## src/rtl/tgs_pkg.sv

```systemverilog
package tgs_pkg;

    // Configuration port geometry and register indexes.
    localparam int CFG_ADDR_W = 2;
    localparam int CFG_DATA_W = 23;

    localparam logic [CFG_ADDR_W-1:0] CFG_IDX_PHASE_STEP = 2'd0;
    localparam logic [CFG_ADDR_W-1:0] CFG_IDX_MOD_DEPTH  = 2'd1;
    localparam logic [CFG_ADDR_W-1:0] CFG_IDX_GAIN       = 2'd2;

    // Register widths and reset values.
    localparam int STEP_W  = 23;
    localparam int DEPTH_W = 16;
    localparam int GAIN_W  = 16;

    localparam logic [STEP_W-1:0]  PHASE_STEP_RST = 23'd89478;
    localparam logic [DEPTH_W-1:0] MOD_DEPTH_RST  = 16'd0;
    localparam logic [GAIN_W-1:0]  GAIN_RST       = 16'd4096;

    // Odd sine polynomial coefficients in Q30.
    localparam int POLY_W = 31;
    localparam logic [POLY_W-1:0] POLY_C1 = 31'd1686629713;
    localparam logic [POLY_W-1:0] POLY_C3 = 31'd693598670;
    localparam logic [POLY_W-1:0] POLY_C5 = 31'd85569278;
    localparam logic [POLY_W-1:0] POLY_C7 = 31'd5026992;

    // Quarter-wave argument (Q16, 0..65536) and the shared multiplier product.
    localparam int ARG_W  = 17;
    localparam int PROD_W = POLY_W + ARG_W;

    // Modulation factor in Q1.15 (signed, 18 bits holds -32766..98301) and
    // the factor times the Q4.12 gain.
    localparam int FACT_W = 18;
    localparam int GF_W   = FACT_W + GAIN_W + 1;
    localparam logic signed [FACT_W-1:0] FACT_ONE = 18'sd32768;

    // Q1.15 times Q4.12 leaves 27 fraction bits to drop.
    localparam int OUT_SHIFT = 27;

endpackage

```

## src/rtl/tgs_lane.sv

```systemverilog
module tgs_lane #(
    parameter int SAMPLE_BITS = 24
) (
    input  logic                                i_clk,
    input  logic                                i_load,
    input  logic signed [SAMPLE_BITS-1:0]       i_sample,
    input  logic signed [tgs_pkg::GF_W-1:0]     i_gain_factor,
    output logic [SAMPLE_BITS-1:0]              o_sample,
    output logic                                o_clip
);

    localparam int PROD_W = SAMPLE_BITS + tgs_pkg::GF_W;
    localparam int Y_W    = PROD_W - tgs_pkg::OUT_SHIFT;

    logic signed [PROD_W-1:0] r_prod;
    logic [Y_W-1:0]           y;
    logic [Y_W-SAMPLE_BITS:0] y_top;
    logic                     ovf;

    // Sample times the combined modulation and gain factor.
    always_ff @(posedge i_clk) begin
        if (i_load) begin
            r_prod <= i_sample * i_gain_factor;
        end
    end

    // Floor shift, then saturate when the upper bits are not all sign.
    assign y     = r_prod[PROD_W-1:tgs_pkg::OUT_SHIFT];
    assign y_top = y[Y_W-1:SAMPLE_BITS-1];
    assign ovf   = !((&y_top) || !(|y_top));

    assign o_sample = !ovf ? y[SAMPLE_BITS-1:0] :
                      y[Y_W-1] ? {1'b1, {(SAMPLE_BITS-1){1'b0}}} :
                                 {1'b0, {(SAMPLE_BITS-1){1'b1}}};
    assign o_clip   = ovf;

endmodule

```

## config.mk

```make
export PLATFORM = sky130hd
export DESIGN_NAME = tgs_lane
export DESIGN_NICKNAME = d
export VERILOG_FILES = /design/src/rtl/tgs_pkg.sv /design/src/rtl/tgs_lane.sv
export SDC_FILE = /design/constraint.sdc
export NUM_CORES = 2
export LEC_CHECK = 0
export BUFFER_PORTS_ARGS = -buffer_cell sky130_fd_sc_hd__buf_2
export CAP_MARGIN = 5
export CORE_ASPECT_RATIO = 1.75
export CORE_MARGIN = 2
export CORE_UTILIZATION = 45
export CTS_BUF_LIST = sky130_fd_sc_hd__clkbuf_4
export DETAILED_ROUTE_END_ITERATION = 10
export GPL_TIMING_DRIVEN = 0
export HOLD_SLACK_MARGIN = 0.06
export PLACE_DENSITY = 0.59
export SYNTH_ARGS = -nofsm -noshare
export SYNTH_HDL_FRONTEND = slang
export SYNTH_SLANG_ARGS = --single-unit
```

## constraint.sdc

```tcl
create_clock -name i_clk -period 7.4 [get_ports i_clk]
set_input_delay 0 -clock i_clk [delete_from_list [all_inputs] [get_ports i_clk]]
set_output_delay 0 -clock i_clk [all_outputs]
set_load 0.01 [all_outputs]
```

**Word-level counts from Yosys, hierarchy flattened**

Index checks and enable logic that the tools add are counted.

- Logic and storage cells: 9
- Flip-flop bits (word level): 59
- Output and inout bits: 25

- Multiplexer cells: 2
- Reductions and logical operators: 5
- Multiply operators: 1

Operators with widths:

| operator | count |
|---|---|
| 24-bit by 35-bit multiplier with 59-bit output | 1 |
| 24-bit two-way mux | 2 |
| 9-bit AND reduction | 1 |
| 9-bit OR reduction | 1 |
| 1-bit zero test | 2 |
| 1-bit logical OR | 1 |

**Depth between registers and ports, before layout**

- Depth in word-level cells: 4
- Depth in mapped cells: 28
- Gate-level depth less buffers: 26

**Least setup slack after synthesis**

No wires, ideal clock.

- Kind: in2reg
- From: input i_sample[3]
- To: register r_prod[57], data pin
- Stages on the path: 25
- Data required time: 7.138 ns
- Slack: 0.790 ns
- Library setup time: 0.262 ns
- Arrival time: 6.349 ns
- Path through: clkbuf_1 -> clkbuf_1 -> nand2_1 -> fa_1 -> inv_1 -> fa_1 -> inv_1 -> fa_1 -> fa_1 -> inv_1 -> fa_1 -> fa_1 -> inv_1 -> fa_1 -> inv_1 -> ha_1 -> a21oi_1 -> o21ai_1 -> or4b_4 -> or3_4 -> o2bb2ai_2 -> a31oi_1 -> nand4b_1 -> o21ai_1 -> xor2_1

- Word-level cells in the longest chain between the ends: 1

RTL lines:

| item | RTL line | RTL |
|---|---|---|
| from (decl) | tgs_lane.sv:6 | `input logic signed [SAMPLE_BITS-1:0] i_sample,` |
| 24-bit by 35-bit multiplier with 59-bit output | tgs_lane.sv:23 | `r_prod <= i_sample * i_gain_factor;` |
| to (signal assigned) | tgs_lane.sv:23 |  |
| to (decl) | tgs_lane.sv:15 | `logic signed [PROD_W-1:0] r_prod;` |

Every way passes these cells.
A chain may end at the register's enable or synchronous reset.

**Worst setup path in the final report**

- From: input i_sample[3]
- To: register r_prod[58], data pin

The elaborated chain is that of the path after synthesis.

==> flow_summary.yaml <==
detailed_routing:
  drcViolationCount: 0
  wl_microns: 111000
  dr.pass1.iters: 7
  vias: 22000
  viasPerCell: 5.42
  drt_iter0_markers: 1169
  wl_per_cell_microns: 27.3
  antenna_left: 0
worst_setup_path:
  cp_slowest_cell: "fa_1"
  crit_type: "in -> reg"
  arrival_ns: 7.34
  worst-path-buf-inv: 4
  worstPathCellList: "clkbuf_2 -> clkbuf_2 -> nand2_1 -> fa_1 -> fa_1 -> fa_1 -> fa_1 -> fa_1 -> inv_1 -> fa_1 -> fa_1 -> ha_1 -> nand2_1 -> nor2_1 -> a221oi_1 -> o21ai_1 -> buf_4 -> o2111ai_1 -> nand2_2 -> o211ai_4 -> o21ai_4 -> o22ai_1 -> xnor2_1"
  slowest_delay_ns: 0.54
  crit_family: "adder cells"
  critPathMostFrequentCell: "fa_1"
  crit_required_ns: 7.50
  end_kind: "register"
  path_max_fanout: 10
  critPathLaunchType: "primary input"
timing:
  max_slew_margin_pct: 38.0
  finalHoldViolCount: 0
  setup_viol: 0
  drv_slew: 0
  period_share_pct: 97.8
  rsz0062_at_grt: "yes"
  clock.fmax_mhz: 138
  tightest_slew_ns: 0.930
  layout_min_cycle_time_ns: 7.24
synth:
  syn_area_sq_um: 29500
  ys_seq_area_share_pct: 3.25
  yosysUniqueCellTypes: 46
  ys_top_cells_by_area: "fa_1 57%, inv_1 11%, and2_1 8.5%"
  ys_warn_count: 0
  ys_seq_elements: 32
  synth_fp_nets: 4203
  async_flop_share_pct: 0
  synthSimpleGateAreaFrac_pct: 15.8
  synth_top_cell_by_area: "fa_1"
  yosys.area_share.adder_pct: 63.9
  synth_compound_area_share_pct: 3.29
  synth_top_area_share_pct: 57.5
  synth_xor_xnor_area_share_pct: 1.27
  synth_ff_type: "edfxtp_1"
  synth_edf_count: 32
  synth_top_family_by_area: "adder cells"
  synth_mux_area_share_pct: 0
  synth_area_per_cell_sq_um: 9.40
  postSynthCellCount: 3142
status:
  outcome: "complete, no violations"
min_path:
  hold_path_end: "r_prod[28]"
  min_path_cells: 1
  hp-class: "in -> reg"
  min_from: "i_load"
layout:
  reg.largest.list: "r_prod x32"
  layout-drive-gt1-share_pct: 6.85
  final_core_util_pct: 48.1
  syn2layout_area_growth_pct: 6.08
  largest_reg_flops: 32
  fill_cells: 6475
  largest-register: "r_prod"
  fin_nets: 4287
global_routing:
  grt_pass1_wl_microns: 165000
  grt-ovfl-total: 0
  antenna_found_initial: 22
  grt_pass1_vias: 24800
  grt_max_degree: 33
  grt_usage_pct: 35.1
floorplan:
  die_w_microns: 198
  start_util_pct: 45.3
  fp.dieArea_sq_um: 67800
  die_h_microns: 343
  coreArea_sq_um: 65200
  io_pins: 86
  rows: 124
clock_network:
  htree_levels: 2
  path_clk_slew_ns: 0.14
  clockBufferDepth: 2
  root_buffer: "clkbuf_4"
  cts_sinks: 32
  cts_setup_buffers: 0
  cts-buffers-inserted: 5
  cts_tree: "done"
placed_design:
  portBuffers: 76
  hpwlAfterDp_microns: 93500
  gp_congestion: 1.02
run:
  drv_cap: 0
==> layout make-up <==
cell class / count / area, sq um / share of cell area (%)
diodes: 12 / 30.0 / 0.0958
plain buffers: 157 / 766 / 2.44
clock buffers: 5 / 37.5 / 0.120
clock inverters: 2 / 12.5 / 0.0399
inverters: 829 / 3110 / 9.93
multi-input cells: 2123 / 25000 / 79.7
flip-flops and latches: 32 / 961 / 3.07
well taps: 819 / 1020 / 3.27
repair buffers: 78 / 405 / 1.29
==> synthesized netlist by cell type, types with 2 or more instances <==
master and instances:
fa_1 848, inv_1 828, nand2_1 433, and2_1 401, clkbuf_1 154, ha_1 152
nor2_1 50, a21o_1 42, a21oi_1 40, edfxtp_1 32, xnor2_1 32, o21ai_0 19
nand2b_1 13, xor2_1 11, nand3_1 8, a211oi_1 7, nand4_1 7, nor2b_1 6
and3_1 5, buf_1 4, o21a_1 4, o21ai_1 4, o21bai_1 4, o31ai_1 4
a221oi_1 3, a31oi_1 3, nor3_1 3, o2111ai_1 3, and4_1 2, nand4b_1 2
nor4_1 2, o31a_1 2
==> cell usage in the layout, fill, tap and decap left out, drive strengths merged, types with 8 or more instances in the layout <==
cell type / netlist / layout
and2: 401 / 401
diode: 0 / 12
nand3: 8 / 8
a21oi: 40 / 40
nand2: 433 / 433
a21o: 42 / 42
edfxtp: 32 / 32
buf: 4 / 88
clkbuf: 154 / 152
o21ai: 24 / 24
inv: 829 / 829
fa: 848 / 848
ha: 152 / 152
xor2: 11 / 11
nor2: 50 / 50
xnor2: 32 / 32
nand2b: 13 / 13
==> kinds of logic after synthesis <==
| family | count (synthesis) |
|---|---|
| compound gates | 144 |
| xor+xnor | 43 |
| fa+ha+maj | 1000 |
| buf+inv | 987 |
| flops | 32 |
| simple gates | 936 |
==> how the worst max path moves through the flow <==
stage	startpoint	end	cells after the start	slack [ns]
floorplan	i_sample[3]	r_prod[57]	25	0.79
detailed placement	i_sample[3]	r_prod[42]	23	-1.64
global route	i_sample[4]	r_prod[58]	26	-0.04
CTS	i_sample[1]	r_prod[58]	23	0.009
global placement	i_sample[3]	r_prod[58]	20	-1.95
finish	i_sample[3]	r_prod[58]	23	0.16
==> timing repair <==
action,4_1_cts,5_1_grt
resized for setup,75,140
hold buffers,0,0
endpoints found under the setup margin,32,21
==> through the flow <==
stage / area, sq um / TNS [ns] / cells / hold WS, ns / setup WS [ns]
floorplan: 29500 / 0 / 3142 / 0.112 / 0.790
global placement: 31000 / -43.80 / 4037 / 0.516 / -1.95
detailed placement: 31000 / -35.19 / 4039 / 0.515 / -1.64
CTS: 31200 / 0 / 4046 / 0.213 / 0.00893
global route: 31300 / -0.0399 / 4047 / 0.255 / -0.0399
finish: 31300 / 0 / 4057 / 0.211 / 0.162
==> per-layer routing <==
layer | share of wire (%) | track usage (%)
met1 | 30 | 34.1
met4 | 14 | 38.2
met5 | 0.082 | 0
met2 | 49 | 58.4
met3 | 6.6 | 8.14
Power is left out: the tool's default activity adds up to more than one toggle a clock period on the data nets, which glitch-free logic cannot reach.
