### src/rtl/tgs_pkg.sv
package tgs_pkg;

    // Configuration port geometry and register indexes.
    localparam int CFG_ADDR_W = 2;
    localparam int CFG_DATA_W = 23;

    localparam logic [CFG_ADDR_W-1:0] CFG_IDX_PHASE_STEP = 2'd0;
    localparam logic [CFG_ADDR_W-1:0] CFG_IDX_MOD_DEPTH  = 2'd1;
    localparam logic [CFG_ADDR_W-1:0] CFG_IDX_GAIN       = 2'd2;

    // Register widths and reset values.
    localparam int STEP_W  = 23;
    localparam int DEPTH_W = 16;
    localparam int GAIN_W  = 16;

    localparam logic [STEP_W-1:0]  PHASE_STEP_RST = 23'd89478;
    localparam logic [DEPTH_W-1:0] MOD_DEPTH_RST  = 16'd0;
    localparam logic [GAIN_W-1:0]  GAIN_RST       = 16'd4096;

    // Odd sine polynomial coefficients in Q30.
    localparam int POLY_W = 31;
    localparam logic [POLY_W-1:0] POLY_C1 = 31'd1686629713;
    localparam logic [POLY_W-1:0] POLY_C3 = 31'd693598670;
    localparam logic [POLY_W-1:0] POLY_C5 = 31'd85569278;
    localparam logic [POLY_W-1:0] POLY_C7 = 31'd5026992;

    // Quarter-wave argument (Q16, 0..65536) and the shared multiplier product.
    localparam int ARG_W  = 17;
    localparam int PROD_W = POLY_W + ARG_W;

    // Modulation factor in Q1.15 (signed, 18 bits holds -32766..98301) and
    // the factor times the Q4.12 gain.
    localparam int FACT_W = 18;
    localparam int GF_W   = FACT_W + GAIN_W + 1;
    localparam logic signed [FACT_W-1:0] FACT_ONE = 18'sd32768;

    // Q1.15 times Q4.12 leaves 27 fraction bits to drop.
    localparam int OUT_SHIFT = 27;

endpackage

### src/rtl/tgs_lfo.sv
module tgs_lfo #(
    parameter int SINE_TABLE_DEPTH = 1024
) (
    input  logic                                   i_clk,
    input  logic                                   i_rst_n,
    input  logic                                   i_start,
    input  logic [tgs_pkg::STEP_W-1:0]             i_phase_step,
    input  logic [tgs_pkg::DEPTH_W-1:0]            i_mod_depth,
    input  logic [tgs_pkg::GAIN_W-1:0]             i_gain,
    output logic                                   o_done,
    output logic signed [tgs_pkg::GF_W-1:0]        o_gain_factor
);

    localparam int IDX_W = $clog2(SINE_TABLE_DEPTH);
    // Keeps only the phase bits that select a table entry.
    localparam logic [31:0] PHASE_MASK = ~((32'd1 << (32 - IDX_W)) - 32'd1);

    typedef enum logic [7:0] {
        L_IDLE  = 8'b0000_0001,
        L_SQ    = 8'b0000_0010,
        L_H1    = 8'b0000_0100,
        L_H2    = 8'b0000_1000,
        L_H3    = 8'b0001_0000,
        L_SIN   = 8'b0010_0000,
        L_DEPTH = 8'b0100_0000,
        L_GAIN  = 8'b1000_0000
    } t_lfo_state;

    t_lfo_state r_state, n_state;
    logic [31:0]                          r_phase;
    logic                                 r_done;
    logic [tgs_pkg::ARG_W-1:0]            r_x;
    logic [tgs_pkg::ARG_W-1:0]            r_x2;
    logic [tgs_pkg::POLY_W-1:0]           r_p;
    logic                                 r_neg;
    logic signed [15:0]                   r_s;
    logic signed [tgs_pkg::FACT_W-1:0]    r_fact;
    logic signed [tgs_pkg::GF_W-1:0]      r_gf;

    logic [31:0]                          phase_t;
    logic [15:0]                          quarter_r;
    logic [tgs_pkg::ARG_W-1:0]            x_init;
    logic [tgs_pkg::POLY_W-1:0]           mul_a;
    logic [tgs_pkg::ARG_W-1:0]            mul_b;
    logic [tgs_pkg::PROD_W-1:0]           mul_p;
    logic [tgs_pkg::ARG_W-1:0]            sine_mag;
    logic [14:0]                          sine_cap;
    logic signed [15:0]                   sine_val;
    logic signed [32:0]                   depth_prod;
    logic signed [tgs_pkg::FACT_W-1:0]    fact_val;
    logic signed [tgs_pkg::GF_W-1:0]      gf_val;

    // Turn fraction of the table entry, split into quadrant and Q16 offset.
    assign phase_t   = r_phase & PHASE_MASK;
    assign quarter_r = phase_t[29:14];
    assign x_init    = phase_t[30] ? (17'd65536 - {1'b0, quarter_r}) : {1'b0, quarter_r};

    // One shared multiplier evaluates the polynomial, one step per state.
    always_comb begin
        unique case (r_state)
            L_SQ: begin
                mul_a = tgs_pkg::POLY_W'(r_x);
                mul_b = r_x;
            end
            L_H1: begin
                mul_a = tgs_pkg::POLY_C7;
                mul_b = r_x2;
            end
            L_H2, L_H3: begin
                mul_a = r_p;
                mul_b = r_x2;
            end
            default: begin
                mul_a = r_p;
                mul_b = r_x;
            end
        endcase
    end

    assign mul_p = tgs_pkg::PROD_W'(mul_a) * tgs_pkg::PROD_W'(mul_b);

    // Final polynomial scale to Q15, capped, with the half-turn sign flip.
    assign sine_mag = mul_p[tgs_pkg::PROD_W-1:31];
    assign sine_cap = (sine_mag > 17'd32767) ? 15'h7fff : sine_mag[14:0];
    assign sine_val = r_neg ? -$signed({1'b0, sine_cap}) : $signed({1'b0, sine_cap});

    // Depth scaling with floor, then the gain product.
    assign depth_prod = r_s * $signed({1'b0, i_mod_depth});
    assign fact_val   = $signed(depth_prod[32:15]) + tgs_pkg::FACT_ONE;
    assign gf_val     = r_fact * $signed({1'b0, i_gain});

    // Step sequence.
    always_comb begin
        unique case (r_state)
            L_IDLE:  n_state = i_start ? L_SQ : L_IDLE;
            L_SQ:    n_state = L_H1;
            L_H1:    n_state = L_H2;
            L_H2:    n_state = L_H3;
            L_H3:    n_state = L_SIN;
            L_SIN:   n_state = L_DEPTH;
            L_DEPTH: n_state = L_GAIN;
            L_GAIN:  n_state = L_IDLE;
            default: n_state = L_IDLE;
        endcase
    end

    // Control state and the phase accumulator, which advances once per frame.
    always_ff @(posedge i_clk) begin
        if (!i_rst_n) begin
            r_state <= L_IDLE;
            r_phase <= 32'd0;
            r_done  <= 1'b0;
        end else begin
            r_state <= n_state;
            r_done  <= (r_state == L_GAIN);
            if (r_state == L_IDLE && i_start) begin
                r_phase <= r_phase + 32'(i_phase_step);
            end
        end
    end

    // Datapath registers, one multiplication result per step.
    always_ff @(posedge i_clk) begin
        unique case (r_state)
            L_IDLE: begin
                if (i_start) begin
                    r_x   <= x_init;
                    r_neg <= ~phase_t[31];
                end
            end
            L_SQ:    r_x2 <= mul_p[32:16];
            L_H1:    r_p  <= 31'({1'b0, tgs_pkg::POLY_C5} - mul_p[tgs_pkg::PROD_W-1:16]);
            L_H2:    r_p  <= 31'({1'b0, tgs_pkg::POLY_C3} - mul_p[tgs_pkg::PROD_W-1:16]);
            L_H3:    r_p  <= 31'({1'b0, tgs_pkg::POLY_C1} - mul_p[tgs_pkg::PROD_W-1:16]);
            L_SIN:   r_s    <= sine_val;
            L_DEPTH: r_fact <= fact_val;
            L_GAIN:  r_gf   <= gf_val;
            default: ;
        endcase
    end

    assign o_done        = r_done;
    assign o_gain_factor = r_gf;

endmodule

### config.mk
export PLATFORM = sky130hd
export DESIGN_NAME = tgs_lfo
export DESIGN_NICKNAME = d
export VERILOG_FILES = /design/src/rtl/tgs_pkg.sv /design/src/rtl/tgs_lfo.sv
export SDC_FILE = /design/constraint.sdc
export NUM_CORES = 2
export LEC_CHECK = 0
export ABC_AREA = 1
export BUFFER_PORTS_ARGS = -buffer_cell sky130_fd_sc_hd__buf_2
export CAP_MARGIN = 20
export CORE_UTILIZATION = 60
export CTS_CLUSTER_SIZE = 20
export DETAILED_ROUTE_END_ITERATION = 10
export HOLD_SLACK_MARGIN = 0.1
export PLACE_DENSITY = 0.8
export SYNTH_ARGS = -nofsm -noshare
export SYNTH_HDL_FRONTEND = slang
export SYNTH_SLANG_ARGS = --single-unit
### constraint.sdc
create_clock -name i_clk -period 8.87 [get_ports i_clk]
set_input_delay 0.4435 -clock i_clk [delete_from_list [all_inputs] [get_ports i_clk]]
set_output_delay 0.4435 -clock i_clk [all_outputs]
set_load 0.005 [all_outputs]
## Word-level counts from Yosys, hierarchy flattened

Index checks and enable logic that the tools add are counted.

- Register bits: 176
- Bits in latches: 0
- Bits in writable memories: 0
- ROM bits: 0
- Output and inout bits: 36
- Memories: 0

- Add/sub/neg operators: 7
- Multiply operators: 3
- Div/mod/pow operators: 0
- Magnitude comparators: 1
- Eq/ne operators: 8
- Shifts and indexed selects: 0
- Multiplexer cells: 8
- Bitwise gates (word level): 1
- Reductions and logical operators: 4

Operators with widths:

| cell | count |
|---|---|
| 31-bit case mux with 3 select lines | 1 |
| 31-bit case mux with 2 select lines | 1 |
| 8-bit case mux with 7 select lines | 1 |
| 31-bit by 17-bit multiplier with 48-bit output | 1 |
| 18-bit by 17-bit multiplier with 35-bit output | 1 |
| 16-bit by 17-bit multiplier with 33-bit output | 1 |
| 32-bit by 23-bit adder with 32-bit output | 1 |
| 27-bit by 31-bit subtractor with 31-bit output, first input constant | 1 |
| 30-bit by 31-bit subtractor with 31-bit output, first input constant | 1 |
| 31-bit subtractor, first input constant | 1 |
| 15-bit two-way mux | 2 |
| 18-bit by 17-bit adder with 18-bit output, second input constant | 1 |
| 17-bit by 15-bit > comparator with 1-bit output, second input constant | 1 |
| 17-bit two-way mux | 1 |
| 17-bit by 16-bit subtractor with 17-bit output, first input constant | 1 |
| 16-bit two-way mux | 1 |
| 15-bit negation with 16-bit output | 1 |
| 8-bit by 1-bit equality test with 1-bit output, second input constant | 1 |
| 8-bit by 2-bit equality test with 1-bit output, second input constant | 1 |
| 8-bit by 3-bit equality test with 1-bit output, second input constant | 1 |
| 8-bit by 4-bit equality test with 1-bit output, second input constant | 1 |
| 8-bit by 5-bit equality test with 1-bit output, second input constant | 1 |
| 8-bit by 6-bit equality test with 1-bit output, second input constant | 1 |
| 8-bit by 7-bit equality test with 1-bit output, second input constant | 1 |
| other kinds (7) | 7 |

## Depth between registers and ports, before layout

- Depth in word-level cells: 8
- Mapped depth: 50
- Mapped depth without buffers: 49

## Least setup slack after synthesis

No wires, ideal clock.

- Kind: register to register
- From: register r_state[5]
- To: register r_p[24] (netlist name), data pin
- Setup time: 0.252 ns
- Arrival time: 8.399 ns
- Path slack: 0.219 ns
- Stages on the path, launching flop included: 44
- Cells stage by stage: dfxtp_1 -> nor2_1 -> inv_2 -> nor2_1 -> nand4_1 -> inv_1 -> nor3_1 -> inv_2 -> buf_2 -> nand2_1 -> inv_2 -> buf_2 -> nand2_1 -> fa_1 -> fa_1 -> fa_1 -> inv_1 -> fa_1 -> [... 8 more ...] -> nor2_1 -> nand2_1 -> nand3_2 -> xor2_2 -> inv_2 -> ha_1 -> a21oi_1 -> nor2_1 -> nor2_1 -> nor2_1 -> nor2_1 -> nand2_1 -> nand2_1 -> nand2_1 -> nand2_1 -> nand3_1 -> nand3_1 -> nand2_1

- Longest elaborated chain between the ends: 6
- Elaborated cells on any way between the ends: 12
- Classes of those cells: 3 x add/sub; 1 x mul; 4 x eq/ne; 3 x mux; 1 x reduce/logical

Ends and longest elaborated chain:

| element | RTL line | RTL |
|---|---|---|
| start: declaration | tgs_lfo.sv:29 | `t_lfo_state r_state, n_state;` |
| start signal: assignment | tgs_lfo.sv:114 | `r_state <= n_state;` |
| 8-bit by 5-bit equality test with 1-bit output, or another cell as far along | tgs_lfo.sv:60 | `unique case (r_state)` |
| 3-bit OR reduction (no line) | -- |  |
| 17-bit two-way mux | tgs_lfo.sv:60 |  |
| 31-bit by 17-bit multiplier with 48-bit output * | tgs_lfo.sv:80 | `assign mul_p = tgs_pkg::PROD_W'(mul_a) * tgs_pkg::PROD_W'(mul_b);` |
| net mul_p, one bit | tgs_lfo.sv:45 | `logic [tgs_pkg::PROD_W-1:0] mul_p;` |
| 31-bit subtractor, or another cell as far along | tgs_lfo.sv:134 | `L_H3: r_p <= 31'({1'b0, tgs_pkg::POLY_C1} - mul_p[tgs_pkg::PROD_W-1:16]);` |
| 31-bit case mux with 3 select lines * | tgs_lfo.sv:124 | `unique case (r_state)` |
| end signal: assignment | tgs_lfo.sv:132 | `L_H1: r_p <= 31'({1'b0, tgs_pkg::POLY_C5} - mul_p[tgs_pkg::PROD_W-1:16]);` |
| end signal: assignment | tgs_lfo.sv:133 | `L_H2: r_p <= 31'({1'b0, tgs_pkg::POLY_C3} - mul_p[tgs_pkg::PROD_W-1:16]);` |
| end signal: assignment | tgs_lfo.sv:134 |  |
| end: declaration | tgs_lfo.sv:34 | `logic [tgs_pkg::POLY_W-1:0] r_p;` |

The timed path passes the listed nets; every way through them passes the cells marked *.
A chain may end at the register's enable or synchronous reset.

## Worst setup path after layout

- From: register r_state[5]
- To: register r_p[27] (netlist name), data pin

- Longest elaborated chain between the ends: 6
- Elaborated cells on any way between the ends: 12
- Classes of those cells: 3 x add/sub; 1 x mul; 4 x eq/ne; 3 x mux; 1 x reduce/logical

Ends and longest elaborated chain:

| element | RTL line |
|---|---|
| 8-bit by 5-bit equality test with 1-bit output, or another cell as far along | tgs_lfo.sv:60, tgs_lfo.sv:124 |
| 3-bit OR reduction (no line) | -- |
| 17-bit two-way mux | tgs_lfo.sv:60 |
| 31-bit by 17-bit multiplier with 48-bit output | tgs_lfo.sv:80 |
| 31-bit subtractor, or another cell as far along | tgs_lfo.sv:134 |
| 31-bit case mux with 3 select lines * | tgs_lfo.sv:124 |

Every way passes the cells marked *; elsewhere a longest branch is shown, timed or not.

==> implementation parameters <==
Parameter                              Value

Outcome
  Run status    finished clean

Clocking
  Clock transition at the registers of the reported paths    around 70 ps
  Sinks on the clock net    168
  CTS buffer count    17
  Hold buffer count at cts    0
  Number of H-tree levels    4
  Clock latency of the later-clocked register in the worst-skew pair    500 ps
  TritonCTS clock tree    done
  Number of buffers between clock root and the deepest sink    2
  Root Buffer Master    sky130_fd_sc_hd__clkbuf_16

Logic synthesis
  Number of enable-type register cells in the synthesized netlist    about 130
  Gate Count Post-Synth    6240
  Warnings, synthesis    0
  Area of the mapped netlist    47620 um^2
  Number of library cell types mapped by synthesis    56
  Flops & latches, synth    168
  Ys async rst share    0%
  Most used flip-flop cell after synthesis    sky130_fd_sc_hd__edfxtp_1
  Sequential-to-total area share from yosys stat    approximately a tenth
  Number of nets produced by synthesis    approximately 7.6k
  Synthesized area per cell    around 7.6 um^2

GRT
  Global-route wire length before repair    roughly 220000 um
  Total global-route track usage    a little over a third
  Gr ovfl total    0
  Via count of the first global-routing pass    roughly 42k
  Pin count of the biggest net entering global routing    49
  Number of antenna violations at the first check in global routing    2

STA
  Maximum frequency from static timing analysis    ~120 MHz
  Number of failing setup endpoints in the final timing report    0
  Clock skew after layout    18.16 ps
  Min setup slack post-route    roughly 370 ps
  Number of slew-limit violations in the final report    0
  Setup_tns    0 ps
  Headroom to the max-slew limit    32.89%
  Total count of hold-check failures in the final report    0
  Share of the cycle needed by the critical path after routing    between 90% and 100%
  Tightest Pin Transition    1006 ps
  Clock period minus final worst setup slack    around 8500 ps

Die
  Placeable Area    roughly 78000 um^2
  Starting Density    between 60% and 70%
  Cell row count    about 100
  Horizontal die dimension    around 280 um
  Number of top-level pins    94
  Die height    283.7 um
  Die ar.    between 80000 and 90000 um^2

Placement
  Number of cells after detailed placement    7480
  Post-placement setup slack    43.44 ps
  Half-perimeter wire length of the detailed placement result    116400 um
  Global placement routability congestion    approximately 1.0
  Cell area reported after detailed placement    a little over 50000 um^2
  Count of input and output buffers    93

Route
  Vias per cell    between 5 and 6
  Total iterations of the first detailed-routing run    6
  Number of DRC markers after the initial detailed-route iteration    about 3.7k
  Total routed wire length on the met1 layer    ~55000 um
  Mean routed wirelength per cell    18.26 um
  Total Wirelength    ~140000 um
  Top Metal Used    met5
  Total vias in the final route    between 40k and 50k
  Residual DRC    0
  Detailed route wirelength on metal2    just over 60000 um
  Remaining antenna violation count after routing    0
  Met3 routed wirelength    roughly 15000 um

Worst setup path
  Delay contributed by the slowest stage of the critical path    560 ps
  Length in cells of the worst reg-to-reg path    41
  Data arrival time at the worst-slack endpoint    8750 ps
  Reg-to-Reg Start    r_state[5]
  Worst setup slack for register-to-register paths    about 370 ps
  CP Data Required Time    ~9000 ps
  Critical Path Start Type    flop
  Max stage delay cell, worst path    sky130_fd_sc_hd__fa_1
  Cell mode on critical path    sky130_fd_sc_hd__nand2_1
  Type of destination of the critical path    flop
  Classification of the worst setup path    flop to flop
  Capturing point of the worst reg2reg path    r_p[27]
  Worst setup path start    r_state[5]
  Largest fanout of any net on the critical path    17

Hold path
  WHS Endpoint    r_phase[0]
  Hold path startpoint    i_phase_step[0]
  Number of instances on the worst hold path    4
  Hold/Removal Path Class    input pin to flop

Flow run
  Max-capacitance violation count    0

Layout
  Area growth syn-to-layout    9.635%
  Number of standard cells in the layout, taps in and fillers out    around 7.5k
  Total number of nets in the final design    7821
  Leading cell types in the layout, fill and taps excluded    sky130_fd_sc_hd__inv_1 (1616), sky130_fd_sc_hd__nand2_1 (1615), sky130_fd_sc_hd__fa_1 (919)
  Fraction of final layout cells with drive strength greater than 1    9.500%
  Design area    about 52000 um^2
  Most common cell after layout, fill and taps aside    sky130_fd_sc_hd__inv_1
synthesized netlist by cell type (6+ instances only):
library cell | count | area [um^2]
sky130_fd_sc_hd__nor2_1 | 482 | 1809
sky130_fd_sc_hd__nor2_2 | 8 | 50.05
sky130_fd_sc_hd__o21a_1 | 10 | 75.07
sky130_fd_sc_hd__buf_1 | 8 | 30.03
sky130_fd_sc_hd__a21o_1 | 7 | 52.55
sky130_fd_sc_hd__or2_2 | 17 | 106.4
sky130_fd_sc_hd__a21oi_1 | 173 | 865.8
sky130_fd_sc_hd__nor3_1 | 27 | 135.1
sky130_fd_sc_hd__nand3_1 | 172 | 860.8
sky130_fd_sc_hd__edfxtp_1 | 127 | 3814
sky130_fd_sc_hd__dfxtp_1 | 41 | 820.8
sky130_fd_sc_hd__clkinv_1 | 7 | 26.28
sky130_fd_sc_hd__o211ai_1 | 13 | 97.59
sky130_fd_sc_hd__xor2_1 | 75 | 656.9
sky130_fd_sc_hd__o22ai_1 | 6 | 37.54
sky130_fd_sc_hd__xnor2_1 | 33 | 289.0
sky130_fd_sc_hd__o21ai_0 | 89 | 445.4
sky130_fd_sc_hd__nand2_2 | 14 | 87.58
sky130_fd_sc_hd__clkbuf_1 | 164 | 615.6
sky130_fd_sc_hd__a31oi_1 | 11 | 68.82
sky130_fd_sc_hd__o21bai_1 | 14 | 105.1
sky130_fd_sc_hd__inv_2 | 27 | 101.4
sky130_fd_sc_hd__o21ai_1 | 27 | 135.1
sky130_fd_sc_hd__fa_1 | 919 | 18400
sky130_fd_sc_hd__inv_1 | 1631 | 6122
sky130_fd_sc_hd__nand2_1 | 1623 | 6092
sky130_fd_sc_hd__ha_1 | 373 | 4667
sky130_fd_sc_hd__buf_2 | 33 | 165.2
sky130_fd_sc_hd__nand4_1 | 41 | 256.5
sky130_fd_sc_hd__nand3b_1 | 9 | 67.56
how the worst max path moves through the flow:
stage	end	slack, ps	depth (start not counted)
floorplan	r_p[24]	220	43
finish	r_p[27]	370	41
CTS	r_p[19]	30	39
global route	r_p[22]	-4	41
detailed placement	r_p[19]	40	41
global placement	r_p[19]	90	43
routing by layer:
| metal | GRT usage (%) | vias up |
|---|---|---|
| li1 | - | 18700 |
| met3 | 9.188 | 336 |
| met2 | 55.64 | 1949 |
| met1 | 47.47 | 19520 |
| met4 | 11.95 | 4 |
| met5 | 0 | - |
worst max-delay path, delay by kind of cell (launching register included):
family | cells | cell delay (ps)
flip-flops | 1 | 350
adder cells (fa/ha/maj) | 8 | 3610
AND/OR/NAND/NOR | 19 | 2280
AO/OA/AOI/OAI | 2 | 470
buffers and inverters | 12 | 1500
stage by stage:
| step | hold WS (ps) | utilization (%) |
|---|---|---|
| final | 313.0 | 66.95 |
| after global routing | 291.2 | 66.94 |
| after CTS | 266.9 | 66.38 |
| after detailed placement | 490.0 | 65.58 |
| after global placement | 478.7 | 65.58 |
| after floorplan | 452.9 | - |
state kept, by name (all words and copies together) (netlist names):
| signal | flops |
|---|---|
| r_p | 31 |
| o_gain_factor | 35 |
| o_done | 1 |
| r_neg | 1 |
| r_state | 8 |
| r_x2 | 17 |
| r_x | 9 |
| r_fact | 18 |
| r_s | 16 |
| r_phase | 32 |
kinds of logic after synthesis:
logic type | after synthesis | share of synthesized area, %
adder cells (fa/ha/maj) | 1292 | 48.44
AND/OR/NAND/NOR | 2420 | 20.40
buffers and inverters | 1870 | 14.83
XOR/XNOR | 110 | 2.078
flip-flops | 168 | 9.733
AO/OA/AOI/OAI | 380 | 4.527
area by class of cell:
type	count	area (um^2)
Clock buffer	21	504.2
Timing Repair Buffer	417	3179
Multi-Input combinational cell	4202	36160
Clock inverter	11	116.4
Fill cell	6625	25770
Tap cell	1040	1301
Inverter	1665	6301
Antenna cell	2	5.005
Sequential cell	168	4634
what timing repair did:
item,CTS,global route
hold endpoints to repair,0,0
pin swaps,0,7
gates cloned,0,0
endpoints found under the setup margin,1,39
gates resized for setup,1,94
buffers inserted,0,12
Power is not shown: default switching activity piles up to over one toggle a cycle in this logic, so the estimate is an artifact.
